<file path="src/mdfe_pkg.sv">
package mdfe_pkg;

  localparam int BUF_DEPTH_DEF = 64;
  localparam int MARK_LEN      = 4;
  localparam int CFG_WIDTH     = 32;
  localparam logic [7:0] BYTE_MASK = 8'hFF;

  localparam logic [1:0] ST_PAYLOAD = 2'd0;
  localparam logic [1:0] ST_EMPTY   = 2'd1;
  localparam logic [1:0] ST_OVF     = 2'd2;

  localparam logic CFG_BEGIN = 1'b0;
  localparam logic CFG_END   = 1'b1;

  typedef struct packed {
    logic load_byte;
    logic eval;
    logic rd_en;
    logic dump_out;
  } cmd_t;

  typedef struct packed {
    logic ovf;
    logic in_frame;
    logic end_done;
    logic empty;
    logic last_rd;
    logic out_free;
  } sts_t;

  function automatic logic [7:0] marker_byte(input logic [31:0] marker, input logic [1:0] pos);
    marker_byte = marker[{pos, 3'b000} +: 8] & BYTE_MASK;
  endfunction

  function automatic logic [2:0] advance_match(input logic [31:0] marker,
                                               input logic [2:0] matched,
                                               input logic [7:0] v);
    if ((matched < 3'(MARK_LEN)) && (v == marker_byte(marker, matched[1:0]))) begin
      advance_match = matched + 3'd1;
    end else begin
      advance_match = (v == marker_byte(marker, 2'd0)) ? 3'd1 : 3'd0;
    end
  endfunction

endpackage

</file>
<file path="src/mdfe_ram.sv">
module mdfe_ram #(
  parameter int WIDTH = 8,
  parameter int DEPTH = 64
) (
  input  logic                     clk,
  input  logic                     we,
  input  logic [$clog2(DEPTH)-1:0] waddr,
  input  logic [WIDTH-1:0]         wdata,
  input  logic                     re,
  input  logic [$clog2(DEPTH)-1:0] raddr,
  output logic [WIDTH-1:0]         rdata
);

  logic [WIDTH-1:0] mem [DEPTH];
  logic [WIDTH-1:0] rdata_r;

  always_ff @(posedge clk) begin
    if (we) begin
      mem[waddr] <= wdata;
    end
    if (re) begin
      rdata_r <= mem[raddr];
    end
  end

  assign rdata = rdata_r;

endmodule

</file>
<file path="src/mdfe_ctrl.sv">
module mdfe_ctrl (
  input  logic               clk,
  input  logic               rst_n,
  input  logic               in_valid,
  output logic               in_ready,
  input  mdfe_pkg::sts_t     sts,
  output mdfe_pkg::cmd_t     cmd
);

  localparam logic [1:0] S_IDLE = 2'd0;
  localparam logic [1:0] S_EVAL = 2'd1;
  localparam logic [1:0] S_RD   = 2'd2;
  localparam logic [1:0] S_OUT  = 2'd3;

  logic [1:0] state_r;
  logic [1:0] state_nxt;
  logic       needs_out;

  assign in_ready  = (state_r == S_IDLE);
  assign needs_out = sts.ovf || (sts.in_frame && sts.end_done && sts.empty);

  always_comb begin
    state_nxt = state_r;
    cmd       = '0;
    unique case (state_r)
      S_IDLE: begin
        if (in_valid) begin
          cmd.load_byte = 1'b1;
          state_nxt     = S_EVAL;
        end
      end
      S_EVAL: begin
        if (!needs_out || sts.out_free) begin
          cmd.eval = 1'b1;
          if (!sts.ovf && sts.in_frame && sts.end_done && !sts.empty) begin
            state_nxt = S_RD;
          end else begin
            state_nxt = S_IDLE;
          end
        end
      end
      S_RD: begin
        cmd.rd_en = 1'b1;
        state_nxt = S_OUT;
      end
      S_OUT: begin
        if (sts.out_free) begin
          cmd.dump_out = 1'b1;
          state_nxt    = sts.last_rd ? S_IDLE : S_RD;
        end
      end
      default: begin
        state_nxt = S_IDLE;
      end
    endcase
  end

  always_ff @(posedge clk) begin
    if (!rst_n) begin
      state_r <= S_IDLE;
    end else begin
      state_r <= state_nxt;
    end
  end

endmodule

</file>
<file path="src/mdfe_dp.sv">
module mdfe_dp #(
  parameter int BUF_DEPTH = mdfe_pkg::BUF_DEPTH_DEF
) (
  input  logic                            clk,
  input  logic                            rst_n,
  input  logic                            cfg_we,
  input  logic                            cfg_index,
  input  logic [mdfe_pkg::CFG_WIDTH-1:0]  cfg_wdata,
  input  logic [7:0]                      in_rx_byte,
  output logic                            out_valid,
  input  logic                            out_ready,
  output logic [7:0]                      out_payload_byte,
  output logic [1:0]                      out_status,
  output logic                            out_last,
  input  mdfe_pkg::cmd_t                  cmd,
  output mdfe_pkg::sts_t                  sts
);

  localparam int AW = $clog2(BUF_DEPTH);
  localparam int CW = $clog2(BUF_DEPTH + 1);

  logic [31:0]   begin_marker_r;
  logic [31:0]   end_marker_r;
  logic [7:0]    byte_r;
  logic [2:0]    begin_matched_r, begin_matched_nxt;
  logic [2:0]    end_matched_r, end_matched_nxt;
  logic [CW-1:0] count_r, count_nxt;
  logic [CW-1:0] rd_idx_r, rd_idx_nxt;
  logic          out_valid_r, out_valid_nxt;
  logic [7:0]    out_payload_r, out_payload_nxt;
  logic [1:0]    out_status_r, out_status_nxt;
  logic          out_last_r, out_last_nxt;
  logic [2:0]    begin_adv;
  logic [2:0]    end_adv;
  logic [CW-1:0] frame_len;
  logic          ram_we;
  logic [7:0]    ram_q;

  assign begin_adv = mdfe_pkg::advance_match(begin_marker_r, begin_matched_r, byte_r);
  assign end_adv   = mdfe_pkg::advance_match(end_marker_r, end_matched_r, byte_r);
  assign frame_len = count_r - CW'(mdfe_pkg::MARK_LEN);

  assign sts.ovf      = (count_r == CW'(BUF_DEPTH));
  assign sts.in_frame = (begin_matched_r == 3'(mdfe_pkg::MARK_LEN));
  assign sts.end_done = (end_adv == 3'(mdfe_pkg::MARK_LEN));
  assign sts.empty    = (count_r == CW'(mdfe_pkg::MARK_LEN - 1));
  assign sts.last_rd  = ((rd_idx_r + CW'(1)) == frame_len);
  assign sts.out_free = !out_valid_r || out_ready;

  assign ram_we = cmd.eval && !sts.ovf && sts.in_frame;

  mdfe_ram #(
    .WIDTH(8),
    .DEPTH(BUF_DEPTH)
  ) u_store (
    .clk   (clk),
    .we    (ram_we),
    .waddr (count_r[AW-1:0]),
    .wdata (byte_r),
    .re    (cmd.rd_en),
    .raddr (rd_idx_r[AW-1:0]),
    .rdata (ram_q)
  );

  always_comb begin
    begin_matched_nxt = begin_matched_r;
    end_matched_nxt   = end_matched_r;
    count_nxt         = count_r;
    rd_idx_nxt        = rd_idx_r;
    out_valid_nxt     = out_valid_r && !out_ready;
    out_payload_nxt   = out_payload_r;
    out_status_nxt    = out_status_r;
    out_last_nxt      = out_last_r;
    if (cmd.eval) begin
      rd_idx_nxt = '0;
      if (sts.ovf) begin
        begin_matched_nxt = '0;
        end_matched_nxt   = '0;
        count_nxt         = '0;
        out_valid_nxt     = 1'b1;
        out_payload_nxt   = '0;
        out_status_nxt    = mdfe_pkg::ST_OVF;
        out_last_nxt      = 1'b1;
      end else if (!sts.in_frame) begin
        begin_matched_nxt = begin_adv;
      end else begin
        count_nxt       = count_r + CW'(1);
        end_matched_nxt = sts.end_done ? 3'd0 : end_adv;
        if (sts.end_done && sts.empty) begin
          begin_matched_nxt = '0;
          count_nxt         = '0;
          out_valid_nxt     = 1'b1;
          out_payload_nxt   = '0;
          out_status_nxt    = mdfe_pkg::ST_EMPTY;
          out_last_nxt      = 1'b1;
        end
      end
    end
    if (cmd.dump_out) begin
      out_valid_nxt   = 1'b1;
      out_payload_nxt = ram_q;
      out_status_nxt  = mdfe_pkg::ST_PAYLOAD;
      out_last_nxt    = sts.last_rd;
      rd_idx_nxt      = rd_idx_r + CW'(1);
      if (sts.last_rd) begin
        begin_matched_nxt = '0;
        end_matched_nxt   = '0;
        count_nxt         = '0;
      end
    end
  end

  always_ff @(posedge clk) begin
    if (!rst_n) begin
      begin_marker_r  <= '0;
      end_marker_r    <= '0;
      begin_matched_r <= '0;
      end_matched_r   <= '0;
      count_r         <= '0;
      rd_idx_r        <= '0;
      out_valid_r     <= 1'b0;
    end else begin
      if (cfg_we) begin
        unique case (cfg_index)
          mdfe_pkg::CFG_BEGIN: begin_marker_r <= cfg_wdata;
          mdfe_pkg::CFG_END:   end_marker_r   <= cfg_wdata;
          default: ;
        endcase
      end
      begin_matched_r <= begin_matched_nxt;
      end_matched_r   <= end_matched_nxt;
      count_r         <= count_nxt;
      rd_idx_r        <= rd_idx_nxt;
      out_valid_r     <= out_valid_nxt;
    end
  end

  always_ff @(posedge clk) begin
    if (cmd.load_byte) begin
      byte_r <= in_rx_byte;
    end
    out_payload_r <= out_payload_nxt;
    out_status_r  <= out_status_nxt;
    out_last_r    <= out_last_nxt;
  end

  assign out_valid        = out_valid_r;
  assign out_payload_byte = out_payload_r;
  assign out_status       = out_status_r;
  assign out_last         = out_last_r;

`ifndef SYNTHESIS
  a_count_bound: assert property (@(posedge clk) disable iff (!rst_n)
    count_r <= CW'(BUF_DEPTH))
    else $error("stored count above buffer depth");

  a_end_match_bound: assert property (@(posedge clk) disable iff (!rst_n)
    end_matched_r < 3'(mdfe_pkg::MARK_LEN))
    else $error("end match count reached marker length");

  a_hunt_empty: assert property (@(posedge clk) disable iff (!rst_n)
    (begin_matched_r < 3'(mdfe_pkg::MARK_LEN)) |-> (count_r == '0))
    else $error("bytes stored while hunting for begin marker");

  a_no_overwrite: assert property (@(posedge clk) disable iff (!rst_n)
    (out_valid_r && !out_ready) |-> !(cmd.dump_out || (cmd.eval && sts.ovf)))
    else $error("result register loaded while stalled");

  a_dump_in_range: assert property (@(posedge clk) disable iff (!rst_n)
    cmd.rd_en |-> (rd_idx_r < frame_len))
    else $error("dump read beyond frame length");
`endif

endmodule

</file>
<file path="src/marker_delimited_frame_extractor.sv">
// marker delimited frame extractor
// input channel: in_valid/in_ready with in_rx_byte, one received byte per transaction
// result channel: out_valid/out_ready with out_payload_byte, out_status, out_last
// config port: cfg_we, cfg_index (0 begin marker, 1 end marker), cfg_wdata, low byte first
// hunts for the begin marker, stores bytes until the end marker, then dumps the payload
// out_status: 0 payload byte, 1 empty frame, 2 overflow (byte dropped, state cleared)
// out_last marks the final result caused by a byte
// a byte that gives no result passes through the evaluate state before in_ready returns
// a status result is loaded in the evaluate state and is valid together with in_ready
// a frame dump steps through the evaluate state, then alternates a read state, which
// registers a read of the frame store, and an output state, which loads one payload byte
// into the result register; in_ready stays low until the last byte is loaded
// a stalled receiver holds the result register and freezes the dump
// reset clears marker registers, match counters and the stored count; store contents
// are not cleared, only entries written in the current frame are read
module marker_delimited_frame_extractor #(
  parameter int BUF_DEPTH = mdfe_pkg::BUF_DEPTH_DEF
) (
  input  logic                           clk,
  input  logic                           rst_n,
  input  logic                           cfg_we,
  input  logic                           cfg_index,
  input  logic [mdfe_pkg::CFG_WIDTH-1:0] cfg_wdata,
  input  logic                           in_valid,
  output logic                           in_ready,
  input  logic [7:0]                     in_rx_byte,
  output logic                           out_valid,
  input  logic                           out_ready,
  output logic [7:0]                     out_payload_byte,
  output logic [1:0]                     out_status,
  output logic                           out_last
);

  mdfe_pkg::cmd_t cmd;
  mdfe_pkg::sts_t sts;

  mdfe_ctrl u_ctrl (
    .clk      (clk),
    .rst_n    (rst_n),
    .in_valid (in_valid),
    .in_ready (in_ready),
    .sts      (sts),
    .cmd      (cmd)
  );

  mdfe_dp #(
    .BUF_DEPTH(BUF_DEPTH)
  ) u_dp (
    .clk              (clk),
    .rst_n            (rst_n),
    .cfg_we           (cfg_we),
    .cfg_index        (cfg_index),
    .cfg_wdata        (cfg_wdata),
    .in_rx_byte       (in_rx_byte),
    .out_valid        (out_valid),
    .out_ready        (out_ready),
    .out_payload_byte (out_payload_byte),
    .out_status       (out_status),
    .out_last         (out_last),
    .cmd              (cmd),
    .sts              (sts)
  );

endmodule

</file>
<file path="config.mk">
export PLATFORM = sky130hd
export DESIGN_NAME = marker_delimited_frame_extractor
export DESIGN_NICKNAME = d
export VERILOG_FILES = /design/src/mdfe_pkg.sv /design/src/mdfe_ram.sv /design/src/mdfe_ctrl.sv /design/src/mdfe_dp.sv /design/src/marker_delimited_frame_extractor.sv
export SDC_FILE = /design/constraint.sdc
export NUM_CORES = 1
export LEC_CHECK = 0
export BUFFER_PORTS_ARGS = -buffer_cell sky130_fd_sc_hd__buf_2
export CAP_MARGIN = 10
export CORE_MARGIN = 2
export CORE_UTILIZATION = 40
export DETAILED_ROUTE_END_ITERATION = 12
export PLACE_DENSITY_LB_ADDON = 0.3
export RECOVER_POWER = 25
export SLEW_MARGIN = 20
export SYNTH_ARGS = -nofsm -noshare
export SYNTH_HDL_FRONTEND = slang
export SYNTH_SLANG_ARGS = --single-unit
</file>
<file path="constraint.sdc">
create_clock -name clk -period 3 [get_ports clk]
set_input_delay 0.6 -clock clk [delete_from_list [all_inputs] [get_ports clk]]
set_output_delay 0.6 -clock clk [all_outputs]
set_load 0.01 [all_outputs]
</file>
# ---- Yosys cells after proc, flatten, opt, wreduce, memory -nomap -nowiden
# Memory sizes are Yosys's and may differ from the RTL's. A register that Yosys moved wholly into a read port is not among the register bits.
# Index checks and enable logic that the tools add are counted.
# Widths: inputs -> output; s select.
dict set report op_classes {
  bitwise 1
  shift 2
  n_eq_ne 15
  addsub 5
  mux 57
  order_cmp 2
  reduce_logical 30
}
# op count
set op_table {}
lappend op_table {{$shiftx 32x6->8} 2}
lappend op_table {{$mux 7} 8}
lappend op_table {{$mux 3} 14}
lappend op_table {{$mux 8} 5}
lappend op_table {{$eq 8x8->1} 4}
lappend op_table {{$mux 1} 21}
lappend op_table {{$mux 2} 8}
lappend op_table {{$add 7x1->7 const B} 2}
lappend op_table {{$logic_and 1x1->1} 11}
lappend op_table {{$reduce_and 3->1} 3}
lappend op_table {{$pmux 2 s4} 1}
lappend op_table {{$eq 7x2->1 const B} 1}
lappend op_table {{$eq 7x7->1} 1}
lappend op_table {{$eq 7x7->1 const B} 1}
lappend op_table {{$sub 7x3->7 const B} 1}
lappend op_table {{$add 3x1->3 const B} 2}
lappend op_table {{$eq 3x3->1 const B} 2}
lappend op_table {{$lt 3x3->1 const B} 2}
lappend op_table {{$reduce_bool 2->1} 3}
lappend op_table {{$reduce_bool 3->1} 2}
lappend op_table {{$logic_not 1->1} 5}
lappend op_table {{$eq 2x2->1 const B} 2}
lappend op_table {{$ne 2x1->1 const B} 2}
lappend op_table {{$reduce_and 2->1} 2}
lappend op_table {{other kinds (5)} 7}
dict set report word_totals {
  ram_bits 512
  in_bits 46
  n_memories 1
  ff_bits 106
}
# name depth word_bits read_ports rd_clocked_by_memory_dff wr line_no
set mem_list {}
lappend mem_list {u_dp.u_store.mem 64 8 1 1 1 mdfe_ram.sv:14} ;# logic [WIDTH-1:0] mem [DEPTH];

# ---- Depth between registers and ports, before layout
# Gate-level depths: netlist (run 1).
dict set report logic_depth {
  ltp_word 16
  ltp_mapped 12
  mapped_depth_nobuf 9
}

# ---- Cells and area by module
# From an unflattened synthesis (run 1), not the netlist that was laid out.
dict set report hier_totals {
  hier_cells 1542
  hier_area_um2 25672.1
}
# mod area_each_um2 instances cells_each
set modules_own_cells {}
lappend modules_own_cells {mdfe_ram 20246.9 1 940}
lappend modules_own_cells {mdfe_dp 5267.6 1 583}
lappend modules_own_cells {mdfe_ctrl 157.7 1 19}

# ---- Worst setup path before layout (run 1)
# Ideal clock, no wire load.
dict set report synth_timing {
  path_kind {flip-flop to flip-flop}
  startpoint {register u_dp.byte_r[4]}
  endpoint {memory u_dp.u_store.mem[24][0], enable pin}
  path_stages_with_launch 10
  period_less_slack_ns 3.245
  n_path_buf 2
  arrival_ns 2.875
  path_slack_ns -0.245
  cell_sequence {edfxtp_1 > clkbuf_1 > nand2b_1 > mux2_2 > o221ai_1 > nand3_1 > o21a_1 > buf_4 > nand4_1 > nor2_1}
}
dict set report synth_between {
  elab_chain_cells 15
  word_cells_on_any_way 17
}
# item line_no
set synth_lines {}
lappend synth_lines {{from (decl)} mdfe_dp.sv:24} ;# logic [7:0] byte_r;
lappend synth_lines {{from (signal assigned)} mdfe_dp.sv:140} ;# byte_r <= in_rx_byte;
lappend synth_lines {{$eq 8x8->1 (on tied branches)} {mdfe_pkg.sv:41, mdfe_pkg.sv:38}}
lappend synth_lines {{$mux 1 / $logic_and 1x1->1 (equally long branches)} {mdfe_pkg.sv:41, mdfe_pkg.sv:38}}
lappend synth_lines {{$mux 3 (*)} mdfe_pkg.sv:38} ;# if ((matched < 3'(MARK_LEN)) && (v == marker_byte(marker, matched[1:0]))) begin
lappend synth_lines {{$eq 3x3->1 (*)} mdfe_dp.sv:45} ;# assign sts.end_done = (end_adv == 3'(mdfe_pkg::MARK_LEN));
lappend synth_lines {{$logic_and 1x1->1 (*) (2 in series)} mdfe_ctrl.sv:20} ;# assign needs_out = sts.ovf || (sts.in_frame && sts.end_done && sts.empty);
lappend synth_lines {{$logic_or 1x1->1 (*)} mdfe_ctrl.sv:20}
lappend synth_lines {{$logic_not 1->1 (*)} mdfe_ctrl.sv:33} ;# if (!needs_out || sts.out_free) begin
lappend synth_lines {{$logic_or 1x1->1 (*)} mdfe_ctrl.sv:33}
lappend synth_lines {{$mux 1 (*)} mdfe_ctrl.sv:33}
lappend synth_lines {{$mux 1 (*)} mdfe_ctrl.sv:25} ;# unique case (state_r)
lappend synth_lines {{$logic_and 1x1->1 (*) (2 in series)} mdfe_dp.sv:50} ;# assign ram_we = cmd.eval && !sts.ovf && sts.in_frame;
lappend synth_lines {{$mux 1 (*)} mdfe_ram.sv:18} ;# if (we) begin
lappend synth_lines {{$mux 1 (not written as such) (*)} mdfe_ram.sv:19} ;# mem[waddr] <= wdata;
lappend synth_lines {{to (decl)} mdfe_ram.sv:14}
# Mark *: on every way between the ends. The rest lies on a longest branch, timed or not.

# ---- Worst setup path in the final report (run 1)
dict set report layout_timing {
  startpoint {register u_dp.end_matched_r[0]}
  endpoint {memory u_dp.u_store.mem[60][5], enable pin}
}
dict set report layout_between {
  elab_chain_cells 16
  word_cells_on_any_way 18
}
# item line_no
set layout_lines {}
lappend layout_lines {{from (decl)} mdfe_dp.sv:26} ;# logic [2:0] end_matched_r, end_matched_nxt;
lappend layout_lines {{from (signal assigned)} mdfe_dp.sv:131} ;# end_matched_r <= end_matched_nxt;
lappend layout_lines {{$shiftx 32x6->8} mdfe_pkg.sv:32} ;# marker_byte = marker[{pos, 3'b000} +: 8] & BYTE_MASK;
lappend layout_lines {{$eq 8x8->1} mdfe_pkg.sv:38}
lappend layout_lines {{$logic_and 1x1->1} mdfe_pkg.sv:38}
lappend layout_lines {{$mux 3 (*)} mdfe_pkg.sv:38}
lappend layout_lines {{$eq 3x3->1 (*)} mdfe_dp.sv:45}
lappend layout_lines {{$logic_and 1x1->1 (*) (2 in series)} mdfe_ctrl.sv:20}
lappend layout_lines {{$logic_or 1x1->1 (*)} mdfe_ctrl.sv:20}
lappend layout_lines {{$logic_not 1->1 (*)} mdfe_ctrl.sv:33}
lappend layout_lines {{$logic_or 1x1->1 (*)} mdfe_ctrl.sv:33}
lappend layout_lines {{$mux 1 (*)} mdfe_ctrl.sv:33}
lappend layout_lines {{$mux 1 (*)} mdfe_ctrl.sv:25}
lappend layout_lines {{$logic_and 1x1->1 (*) (2 in series)} mdfe_dp.sv:50}
lappend layout_lines {{$mux 1 (*)} mdfe_ram.sv:18}
lappend layout_lines {{$mux 1 (not written as such) (*)} mdfe_ram.sv:19}
# Marks and branches as above.

==> impl_metrics.py, run 1 <==
metrics = {
    "setup_path": {
        "critPathRequiredTime_ns": 3.27,
        "critPathMaxFanout": 8,
        "reg2reg_depth": 10,
        "reg2reg_to": "u_dp.u_store.mem[60][5]",
        "crit_arrival_ns": 3.23,
        "crit_path_frequent_cell": "buf_4",
        "worstReg2RegStart": "u_dp.end_matched_r[0]",
        "critPathMaxStageDelay_ns": 0.67,
        "worstSetupStartpointType": "flop",
        "crit_start": "u_dp.end_matched_r[0]",
        "r2r_slack_ns": 0.04,
        "path_class": "flop to flop",
        "cp_slowest_cell": "nor2_1",
        "endpoint": "u_dp.u_store.mem[60][5]",
        "end_kind": "flop",
        "crit_chain": "buf_4 > ha_1 > and3b_1 > and4_1 > nor2b_1 > nand3_1 > o21a_1 > buf_4 > nand4_2 > nor2_1",
    },
    "die": {
        "ios": 59,
        "rows": 92,
        "core_area_sq_um": 62900,
        "die_x_um": 256,
        "die_area_sq_um": 65400,
        "start_util_pct": 40.3,
        "die-height_um": 256,
    },
    "power_and_ir_drop": {
        "p_per_area_nw_per_um2": 602,
        "p_leak_nw": 9.32,
        "power_mw": 18.0,
        "vdd_drop_max_mv": 0.476,
    },
    "timing": {
        "fin_crit_sh_pct": 98.8,
        "setup_tns_ns": 0,
        "rsz0062_at_grt": "true",
        "fmax_mhz": 337,
        "slew_headroom_pct": -40.6,
        "min_period_ns": 2.96,
        "tightest_slew_ns": 2.11,
        "hold_slack_ns": 0.130,
        "hold_viol_final": 0,
        "drv_slew": 100,
        "setup_slack_ns": 0.0366,
        "clock_skew_ns": 0.0306,
        "setup_viol": 0,
    },
    "routing": {
        "first_pass_iters": 5,
        "drt-total-wl_mm": 59.6,
        "vias": 13257,
        "detail-route-antenna-nets": 0,
        "post-route-drc-count": 0,
        "drt_iter0_drc": 1042,
        "wl_per_cell_um": 24.2,
        "viasPerCell": 5.38,
    },
    "synthesis": {
        "synth_top_family_by_area": "multiplexers",
        "syn_nets": 1474,
        "synth-edff-count": 537,
        "yosys.area_share.simple_pct": 5.97,
        "synth-compound-area-share_pct": 3.39,
        "synthAdderAreaFrac_pct": 0.395,
        "avgSynthCellArea_sq_um": 17.9,
        "muxShareOfSynthArea_pct": 16.5,
        "yosys_warnings": 0,
        "ys_ff_latch": 626,
        "syn_area_sq_um": 25400,
        "yosysUniqueCellTypes": 51,
        "synth-xor-area-share_pct": 1.61,
        "async_reset_ff_share_pct": 0,
        "synth_ff_type": "edfxtp_1",
        "synth-seq-area-share_pct": 70.6,
        "syn_inst": 1420,
    },
    "clocking": {
        "cts_buffers": 61,
        "htreeDepth": 2,
        "clk-insertion-delay-late_ns": 0.65,
        "cts_num_sinks": 626,
        "clockRootBuffer": "clkbuf_16",
        "cts_tree": "built",
        "path_clk_slew_ns": 0.06,
        "cts_buffer_depth": 3,
        "cts_hold_buf": 0,
    },
    "worst_hold_path": {
        "hold_path_class": "input port to flop",
        "holdCritStartpoint": "in_rx_byte[7]",
    },
    "job": {
        "drv_cap": 2,
    },
    "finish": {
        "diodes": 0,
        "final_area_sq_um": 29800,
        "finalNetCount": 1624,
        "syn_to_final_growth_pct": 17.7,
        "mostFrequentLayoutCells": "edfxtp_1, mux4_2, nand2_1",
        "drive_gt1_share_pct": 31.9,
        "layout_commonest_cell": "edfxtp_1",
    },
    "grt": {
        "met2_usage_pct": 29.2,
        "grtUsageMet1_pct": 25.6,
        "grt_util_met3_pct": 4.47,
        "grt_max_degree": 68,
        "grt-ovfl-total": 0,
        "grt_most_used_layer": "met2",
        "antenna_found_initial": 0,
        "grt_usage_pct": 18.3,
        "grt_pass1_vias": 13564,
        "grt_pass1_wl_mm": 89.3,
    },
    "run_status": {
        "outcome": "complete, but fails checks",
        "violations": "max-capacitance violations, max-slew violations",
    },
    "placed_design": {
        "gp_congestion": 0.837,
        "dpl-instance-area_sq_um": 27400,
        "portBuffers": 58,
        "dp_hpwl_mm": 39.6,
        "dp_slack_ns": -0.134,
    },
}
-- power breakdown --
group / internal [mW] / switching (mW) / leakage (nW) / total (mW)
logic: 0.144 / 0.324 / 2.72 / 0.469
clock network: 4.66 / 3.31 / 1.02 / 7.97
registers: 9.50 / 0.0371 / 5.58 / 9.54
total: 14.3 / 3.67 / 9.32 / 18.0
-- flip-flops by register name, indices dropped and copies added (netlist names) --
signal / flops
u_dp.u_store.mem: 512
u_dp.begin_marker_r: 32
u_dp.end_marker_r: 32
u_dp.byte_r: 8
u_dp.out_payload_byte: 8
u_dp.u_store.rdata: 8
u_dp.count_r: 7
u_dp.rd_idx_r: 7
u_dp.begin_matched_r: 3
u_dp.end_matched_r: 3
u_ctrl.state_r: 2
u_dp.out_status: 2
u_dp.out_last: 1
u_dp.out_valid: 1
-- synth_stat cells, types with 10 or more instances --
cell type / number / area (sq um)
a21boi_0: 65 / 488
a21oi_1: 10 / 50.1
and2_1: 15 / 93.8
buf_1: 11 / 41.3
buf_2: 10 / 50.1
clkbuf_1: 61 / 229
dfxtp_1: 89 / 1780
edfxtp_1: 537 / 16100
inv_1: 10 / 37.5
mux2i_1: 10 / 100
mux4_2: 180 / 4050
nand2_1: 154 / 578
nand3_1: 21 / 105
nor2_1: 85 / 319
nor3_1: 11 / 55.1
o21ai_0: 12 / 60.1
xnor2_1: 28 / 245
xor2_1: 16 / 140
-- through the flow --
step,instances,util (%)
floorplan,1420,-
global placement,2353,43.6
detailed placement,2353,43.6
CTS,2466,47.1
global route,2466,47.5
finish,2466,47.5
-- layout make-up --
type	count	area [sq um]
inverters	10	37.5
clock buffers	73	1590
repair buffers	171	1270
clock inverters	40	514
flip-flops and latches	626	17900
multi-input cells	700	7450
fillers	5306	33000
well taps	846	1060
-- how the worst min path moves through the flow --
stage                         endpoint  cells after the start
6_report                u_dp.byte_r[7]                      1
5_1_grt                 u_dp.byte_r[7]                      1
4_1_cts                 u_dp.byte_r[7]                      1
3_5_place_dp   u_dp.begin_marker_r[22]                      2
3_3_place_gp   u_dp.begin_marker_r[28]                      2
2_1_floorplan  u_dp.begin_marker_r[16]                      2
-- repair_timing --
action / CTS / global route
gates resized for setup: 40 / 50
pin swaps: 0 / 1
setup endpoints to repair: 337 / 489
buffers inserted: 0 / 0
-- routing by layer --
metal | share of wire [%] | up-vias
met2 | 47 | 433
met5 | 0 | -
met1 | 44 | 6828
met3 | 7.0 | 84
met4 | 2.0 | 0
li1 | - | 5912
-- cells by family (layout without fill, tap and decap cells) --
logic type,after synthesis,after routing
buf+inv,94,294
xor+xnor,45,45
simple gates,334,334
mux,193,193
compound gates,120,120
flops,626,626
fa+ha+maj,8,8
-- worst max-delay path, delay by kind of cell (launching register included) --
kind	cells	cell delay, ns
AOI/OAI and AO/OA	1	0.15
adders and majority gates	1	0.29
buffers and inverters	2	0.30
DFF	1	0.32
and+or+nand+nor	6	1.53
Note: power is estimated with default switching activity, not from simulation.
==> inputs of run 2 (changes only) <==
--- a/config.mk
+++ b/config.mk
@@ -7,10 +7,12 @@
 export LEC_CHECK = 0
 export BUFFER_PORTS_ARGS = -buffer_cell sky130_fd_sc_hd__buf_2
 export CAP_MARGIN = 10
+export CELL_PAD_IN_SITES_DETAIL_PLACEMENT = 2
+export CELL_PAD_IN_SITES_GLOBAL_PLACEMENT = 2
 export CORE_MARGIN = 2
 export CORE_UTILIZATION = 40
 export DETAILED_ROUTE_END_ITERATION = 12
-export PLACE_DENSITY_LB_ADDON = 0.3
+export PLACE_DENSITY = 0.79
 export RECOVER_POWER = 25
 export SLEW_MARGIN = 20
 export SYNTH_ARGS = -nofsm -noshare
==> constraint.sdc (replaced) <==
create_clock -name clk -period 2.9 [get_ports clk]
set_input_delay 0.58 -clock clk [delete_from_list [all_inputs] [get_ports clk]]
set_output_delay 0.58 -clock clk [all_outputs]
set_load 0.01 [all_outputs]
==> run 2 against run 1 <==
Net effect: the flow finishes with violations (max-capacitance violations, max-slew violations, negative setup slack); core utilization increased by 1.8 points; non-clock buffer count grew 61; global-route usage is 7.9 points higher; combinational power is 20% higher; flip-flop and latch count unchanged; cell count up 3.0%; sequential power rose by 3.5%; clock skew is 0.010 ns higher; clock power grew 15%; critical endpoint is now u_dp.u_store.mem[21][1]; highest routed layer unchanged.
==> impl_metrics.py, run 2 (synthesized netlist as in run 1, its figures left out) <==
metrics = {
    "timing": {
        "rsz0062_at_grt": "true",
        "clock_skew_ns": 0.0408,
        "slew_headroom_pct": -31.6,
        "fmax_mhz": 337,
        "setup_slack_ns": -0.0687,
        "fin_crit_sh_pct": 102,
        "tightest_slew_ns": 1.97,
        "hold_viol_final": 0,
        "setup_viol": 82,
        "hold_slack_ns": 0.143,
        "drv_slew": 58,
        "min_period_ns": 2.97,
    },
    "grt": {
        "antenna_found_initial": 0,
        "grt-ovfl-total": 0,
        "grt_pass1_wl_mm": 123,
        "grt_pass1_vias": 16331,
        "grt_max_degree": 75,
        "grt_usage_pct": 26.2,
    },
    "placed_design": {
        "gp_congestion": 0.862,
        "dp_slack_ns": -0.552,
        "dp_hpwl_mm": 52.0,
        "portBuffers": 58,
        "dp_cells": 2394,
    },
    "routing": {
        "vias": 14794,
        "detail-route-antenna-nets": 0,
        "drt-total-wl_mm": 85.5,
        "first_pass_iters": 5,
        "wl_per_cell_um": 33.7,
        "drt_iter0_drc": 1380,
        "post-route-drc-count": 0,
        "viasPerCell": 5.82,
    },
    "die": {
        "die-height_um": 256,
        "rows": 92,
        "die_x_um": 256,
        "start_util_pct": 40.3,
        "die_area_sq_um": 65400,
        "ios": 59,
        "core_area_sq_um": 62900,
    },
    "power_and_ir_drop": {
        "p_per_area_nw_per_um2": 634,
        "p_clk_share_pct": 46.8,
        "sw_frac_of_total_pct": 21.9,
        "p_int_mw": 15.3,
        "vdd_drop_max_mv": 0.395,
        "p_leak_nw": 9.79,
        "pwr-share-comb_pct": 2.9,
        "p_sw_mw": 4.30,
        "power.share.sequential_pct": 50.3,
    },
    "clocking": {
        "htreeDepth": 3,
        "path_clk_slew_ns": 0.06,
        "cts_hold_buf": 0,
        "clockRootBuffer": "clkbuf_16",
        "cts_num_sinks": 626,
        "clk-insertion-delay-late_ns": 0.63,
        "cts_buffers": 70,
        "cts_tree": "built",
        "cts_buffer_depth": 3,
    },
    "setup_path": {
        "worstSetupStartpointType": "flop",
        "critPathMaxFanout": 8,
        "critPathRequiredTime_ns": 3.27,
        "end_kind": "flop",
        "crit_arrival_ns": 3.34,
        "path_class": "flop to flop",
        "r2r_slack_ns": -0.07,
    },
    "finish": {
        "largest_register_ff_count": 512,
        "stdcell_count": 2540,
        "top_regs": "u_dp.u_store.mem (512), u_dp.begin_marker_r (32), u_dp.end_marker_r (32)",
        "mostFrequentLayoutCells": "edfxtp_1, mux4_2, nand2_1",
        "finalNetCount": 1694,
        "layout_commonest_cell": "edfxtp_1",
        "syn_to_final_growth_pct": 22.1,
        "diodes": 0,
        "drive_gt1_share_pct": 35.6,
        "largest-register": "u_dp.u_store.mem",
    },
    "worst_hold_path": {
        "hold_path_class": "input port to flop",
    },
    "run_status": {
        "outcome": "complete, but fails checks",
        "violations": "max-capacitance violations, max-slew violations, negative setup slack",
    },
    "job": {
        "drv_cap": 1,
    },
}
run 2: cell types whose count changed in the layout (fill, tap and decap cells not counted), moves of 6 or more:
cell and change:
buf_6 +40, clkbuf_16 +11, nor2_2 -13, nor2_4 +18, buf_12 +6, buf_4 +10
run 2: critical path, stage by stage, from the launching register on:
cell	delay, ns
dfxtp_2	0.35
buf_12	0.13
mux4_2	0.53
xnor2_2	0.14
nand2_1	0.09
or4_4	0.51
o21a_4	0.28
buf_6	0.16
nand4_4	0.18
buf_4	0.17
nor2_4	0.03
buf_6	0.16
run 2: per-stage QoR:
stage	setup TNS [ns]	utilization (%)	area, sq um	power [mW]
detailed placement	-174.06	44.0	27700	10.6
global route	-24.11	49.2	31000	20.1
CTS	-0.337	48.6	30500	19.7
global placement	-87.20	44.0	27700	10.6
finish	-2.39	49.2	31000	19.6
floorplan	-147.08	-	25400	10.3
run 2: repair_timing:
action	4_1_cts	5_1_grt
pin swaps	9	12
setup endpoints to repair	518	500
gates cloned	1	0
buffers inserted	18	18
gates resized for setup	85	102
run 2: path summary, 6_finish.rpt:
check / start / end / cells after the start
worst max register to register: u_dp.end_matched_r[0] / u_dp.u_store.mem[21][1] / 11
worst max-delay path: u_dp.end_matched_r[0] / u_dp.u_store.mem[21][1] / 11
worst min register to register: u_dp.begin_marker_r[13] / u_dp.begin_marker_r[13] / 2
worst min-delay path: in_rx_byte[4] / u_dp.byte_r[4] / 1
run 2: cell type report:
class                   count  area (sq um)
repair buffers            232          2000
inverters                  10          37.5
clock inverters            37           388
fillers                  5761         31900
flip-flops and latches    626         17900
clock buffers              89          1920
multi-input cells         700          7630
well taps                 846          1060
run 2: power by group through the flow:
stage	registers [mW]	clock network [mW]	logic, mW
floorplan	10.1	0	0.184
global placement	10.1	0	0.503
detailed placement	10.1	0	0.542
CTS	9.87	9.28	0.564
global route	9.87	9.59	0.604
finish	9.87	9.19	0.563
run 2: metal layers:
| metal | track usage, % | part of all wire [%] | wire length, um |
|---|---|---|---|
| met3 | 4.31 | 5.0 | 4280 |
| met5 | 0 | 0 | 0 |
| met1 | 33.2 | 39 | 33300 |
| met2 | 45.7 | 53 | 45000 |
| met4 | 9.11 | 3.5 | 2960 |
==> inputs of run 3 (changes only) <==
--- a/config.mk
+++ b/config.mk
@@ -10,9 +10,9 @@
 export CELL_PAD_IN_SITES_DETAIL_PLACEMENT = 2
 export CELL_PAD_IN_SITES_GLOBAL_PLACEMENT = 2
 export CORE_MARGIN = 2
-export CORE_UTILIZATION = 40
+export CORE_UTILIZATION = 48
 export DETAILED_ROUTE_END_ITERATION = 12
-export PLACE_DENSITY = 0.79
+export PLACE_DENSITY = 0.9
 export RECOVER_POWER = 25
 export SLEW_MARGIN = 20
 export SYNTH_ARGS = -nofsm -noshare
==> run 3 against run 2 <==
Net effect: non-clock buffer count is 26 lower; via count rose by 16%; highest routed layer is now met5; the flow still finishes with violations (max-capacitance violations, max-slew violations, negative setup slack); combinational power is 18% higher; flip-flop and latch count is the same; total power down 0.53%.
==> impl_metrics.py, run 3 (synthesized netlist as in run 1, its figures left out) <==
metrics = {
    "run_status": {
        "outcome": "complete, but fails checks",
        "violations": "max-capacitance violations, max-slew violations, negative setup slack",
    },
    "timing": {
        "hold_slack_ns": 0.141,
        "fin_crit_sh_pct": 116,
        "setup_slack_ns": -0.478,
        "slew_headroom_pct": -12.9,
        "rsz0062_at_grt": "true",
        "drv_slew": 33,
        "setup_viol": 537,
        "clock_skew_ns": 0.0466,
        "fmax_mhz": 296,
        "tightest_slew_ns": 1.69,
        "hold_viol_final": 0,
        "min_period_ns": 3.38,
    },
    "power_and_ir_drop": {
        "power_mw": 19.5,
        "vdd_drop_max_mv": 0.511,
        "p_per_area_nw_per_um2": 639,
        "p_leak_nw": 9.59,
    },
    "setup_path": {
        "critical_path.top_delay_family": "simple AND/OR/NAND/NOR gates",
        "critPathMaxStageDelay_ns": 0.61,
        "end_kind": "flop",
        "critPathRequiredTime_ns": 3.16,
        "crit_chain": "buf_4 > mux2i_2 > mux2i_2 > buf_4 > o221ai_2 > nand3_2 > o21a_4 > buf_12 > nand4_4 > nor2_2",
        "crit_arrival_ns": 3.63,
        "cp_slowest_cell": "nor2_2",
        "critPathMaxFanout": 10,
        "worstReg2RegStart": "u_dp.end_matched_r[0]",
        "r2r_slack_ns": -0.48,
        "reg2reg_depth": 10,
        "reg2reg_to": "u_dp.u_store.mem[52][6]",
        "cp.depth": 10,
        "path_buf_inv": 3,
        "path_class": "flop to flop",
        "worstSetupStartpointType": "flop",
    },
    "worst_hold_path": {
        "hold_depth": 1,
        "holdCritStartpoint": "in_rx_byte[7]",
        "hold_end": "u_dp.byte_r[7]",
        "hold_path_class": "input port to flop",
    },
    "placed_design": {
        "dp_hpwl_mm": 59.6,
        "gp_congestion": 0.838,
        "portBuffers": 58,
        "dpl-instance-area_sq_um": 27200,
    },
    "routing": {
        "first_pass_iters": 7,
        "drt_iter0_drc": 2562,
        "drt-total-wl_mm": 113,
        "wl_per_cell_um": 48.1,
        "post-route-drc-count": 0,
        "vias": 17136,
        "detail-route-antenna-nets": 0,
        "viasPerCell": 7.28,
    },
    "finish": {
        "final_area_sq_um": 30500,
        "mostFrequentLayoutCells": "edfxtp_1, mux4_2, nand2_1",
        "drive_gt1_share_pct": 35.3,
        "syn_to_final_growth_pct": 20.5,
        "layout_commonest_cell": "edfxtp_1",
        "largest_register_ff_count": 512,
        "finalNetCount": 1666,
        "fin_util_pct": 58.4,
        "n_fill_cell": 4319,
        "top_regs": "u_dp.u_store.mem (512), u_dp.begin_marker_r (32), u_dp.end_marker_r (32)",
        "largest-register": "u_dp.u_store.mem",
    },
    "job": {
        "drv_cap": 1,
    },
    "die": {
        "start_util_pct": 48.4,
        "ios": 59,
        "die-height_um": 234,
        "core_area_sq_um": 52300,
        "rows": 84,
        "die_x_um": 234,
        "die_area_sq_um": 54700,
    },
    "grt": {
        "grt_pass1_wl_mm": 151,
        "antenna_found_initial": 13,
        "grt_pass1_vias": 17326,
        "grt_usage_pct": 41.1,
        "grt_max_degree": 68,
        "grt-ovfl-total": 0,
    },
    "clocking": {
        "clk-insertion-delay-late_ns": 0.64,
        "path_clk_slew_ns": 0.07,
        "cts_num_sinks": 626,
        "cts_buffer_depth": 3,
        "cts_buffers": 68,
        "htreeDepth": 3,
        "cts_tree": "built",
        "clockRootBuffer": "clkbuf_16",
    },
}
## run 3: layout make-up
type / count / area [sq um] / share of cell area [%]
Tap cell: 688 / 861 / 2.82
Clock buffer: 83 / 1840 / 6.03
Inverter: 10 / 37.5 / 0.123
Multi-Input combinational cell: 700 / 7800 / 25.5
Clock inverter: 36 / 240 / 0.786
Timing Repair Buffer: 206 / 1830 / 6.00
Sequential cell: 626 / 17900 / 58.7
Antenna cell: 5 / 12.5 / 0.0410
## run 3: how the worst max path moves through the flow
stage	start	endpoint	slack, ns
after CTS	u_dp.end_matched_r[0]	u_dp.u_store.mem[13][4]	-0.27
final	u_dp.end_matched_r[0]	u_dp.u_store.mem[52][6]	-0.48
after global placement	u_dp.end_matched_r[0]	u_dp.u_store.mem[40][7]	-0.20
after detailed placement	u_dp.rd_idx_r[0]	u_dp.count_r[6]	-0.61
after global routing	u_dp.end_matched_r[0]	u_dp.u_store.mem[28][5]	-0.44
after floorplan	u_dp.byte_r[4]	u_dp.u_store.mem[24][0]	-0.34
## run 3: report_power, final
| group | internal (mW) | total [mW] | leakage (nW) | switching, mW |
|---|---|---|---|---|
| clock network | 4.79 | 8.97 | 1.03 | 4.18 |
| registers | 9.82 | 9.88 | 5.58 | 0.0592 |
| logic | 0.170 | 0.665 | 2.98 | 0.495 |
| total | 14.8 | 19.5 | 9.59 | 4.74 |
## run 3: repair_timing
| item | CTS | global route |
|---|---|---|
| gates cloned | 1 | 1 |
| hold buffers | 0 | 0 |
| setup endpoints to repair | 537 | 540 |
| setup buffers | 26 | 20 |
| pin swaps | 15 | 21 |
| resized for setup | 148 | 47 |
## run 3: worst reg2reg max path: stages, from the launching register on
cell      delay [ns]
dfxtp_4         0.39
buf_4           0.24
mux2i_2         0.33
mux2i_2         0.35
buf_4           0.18
o221ai_2        0.12
nand3_2         0.14
o21a_4          0.23
buf_12          0.18
nand4_4         0.22
nor2_2          0.61
## run 3: metrics by stage
step	instances	TNS (ns)	setup WS, ns
3_3_place_gp	2186	-49.57	-0.202
4_1_cts	2331	-78.39	-0.268
2_1_floorplan	1420	-147.08	-0.336
3_5_place_dp	2186	-191.22	-0.609
5_1_grt	2349	-163.64	-0.439
6_report	2354	-170.33	-0.478
## run 3: per-layer routing
layer	wire, um	vias up	GRT usage, %
li1	-	5990	-
met1	39000	8848	51.1
met2	52300	1691	65.3
met3	11700	595	9.89
met4	10200	12	25.9
met5	69	-	0
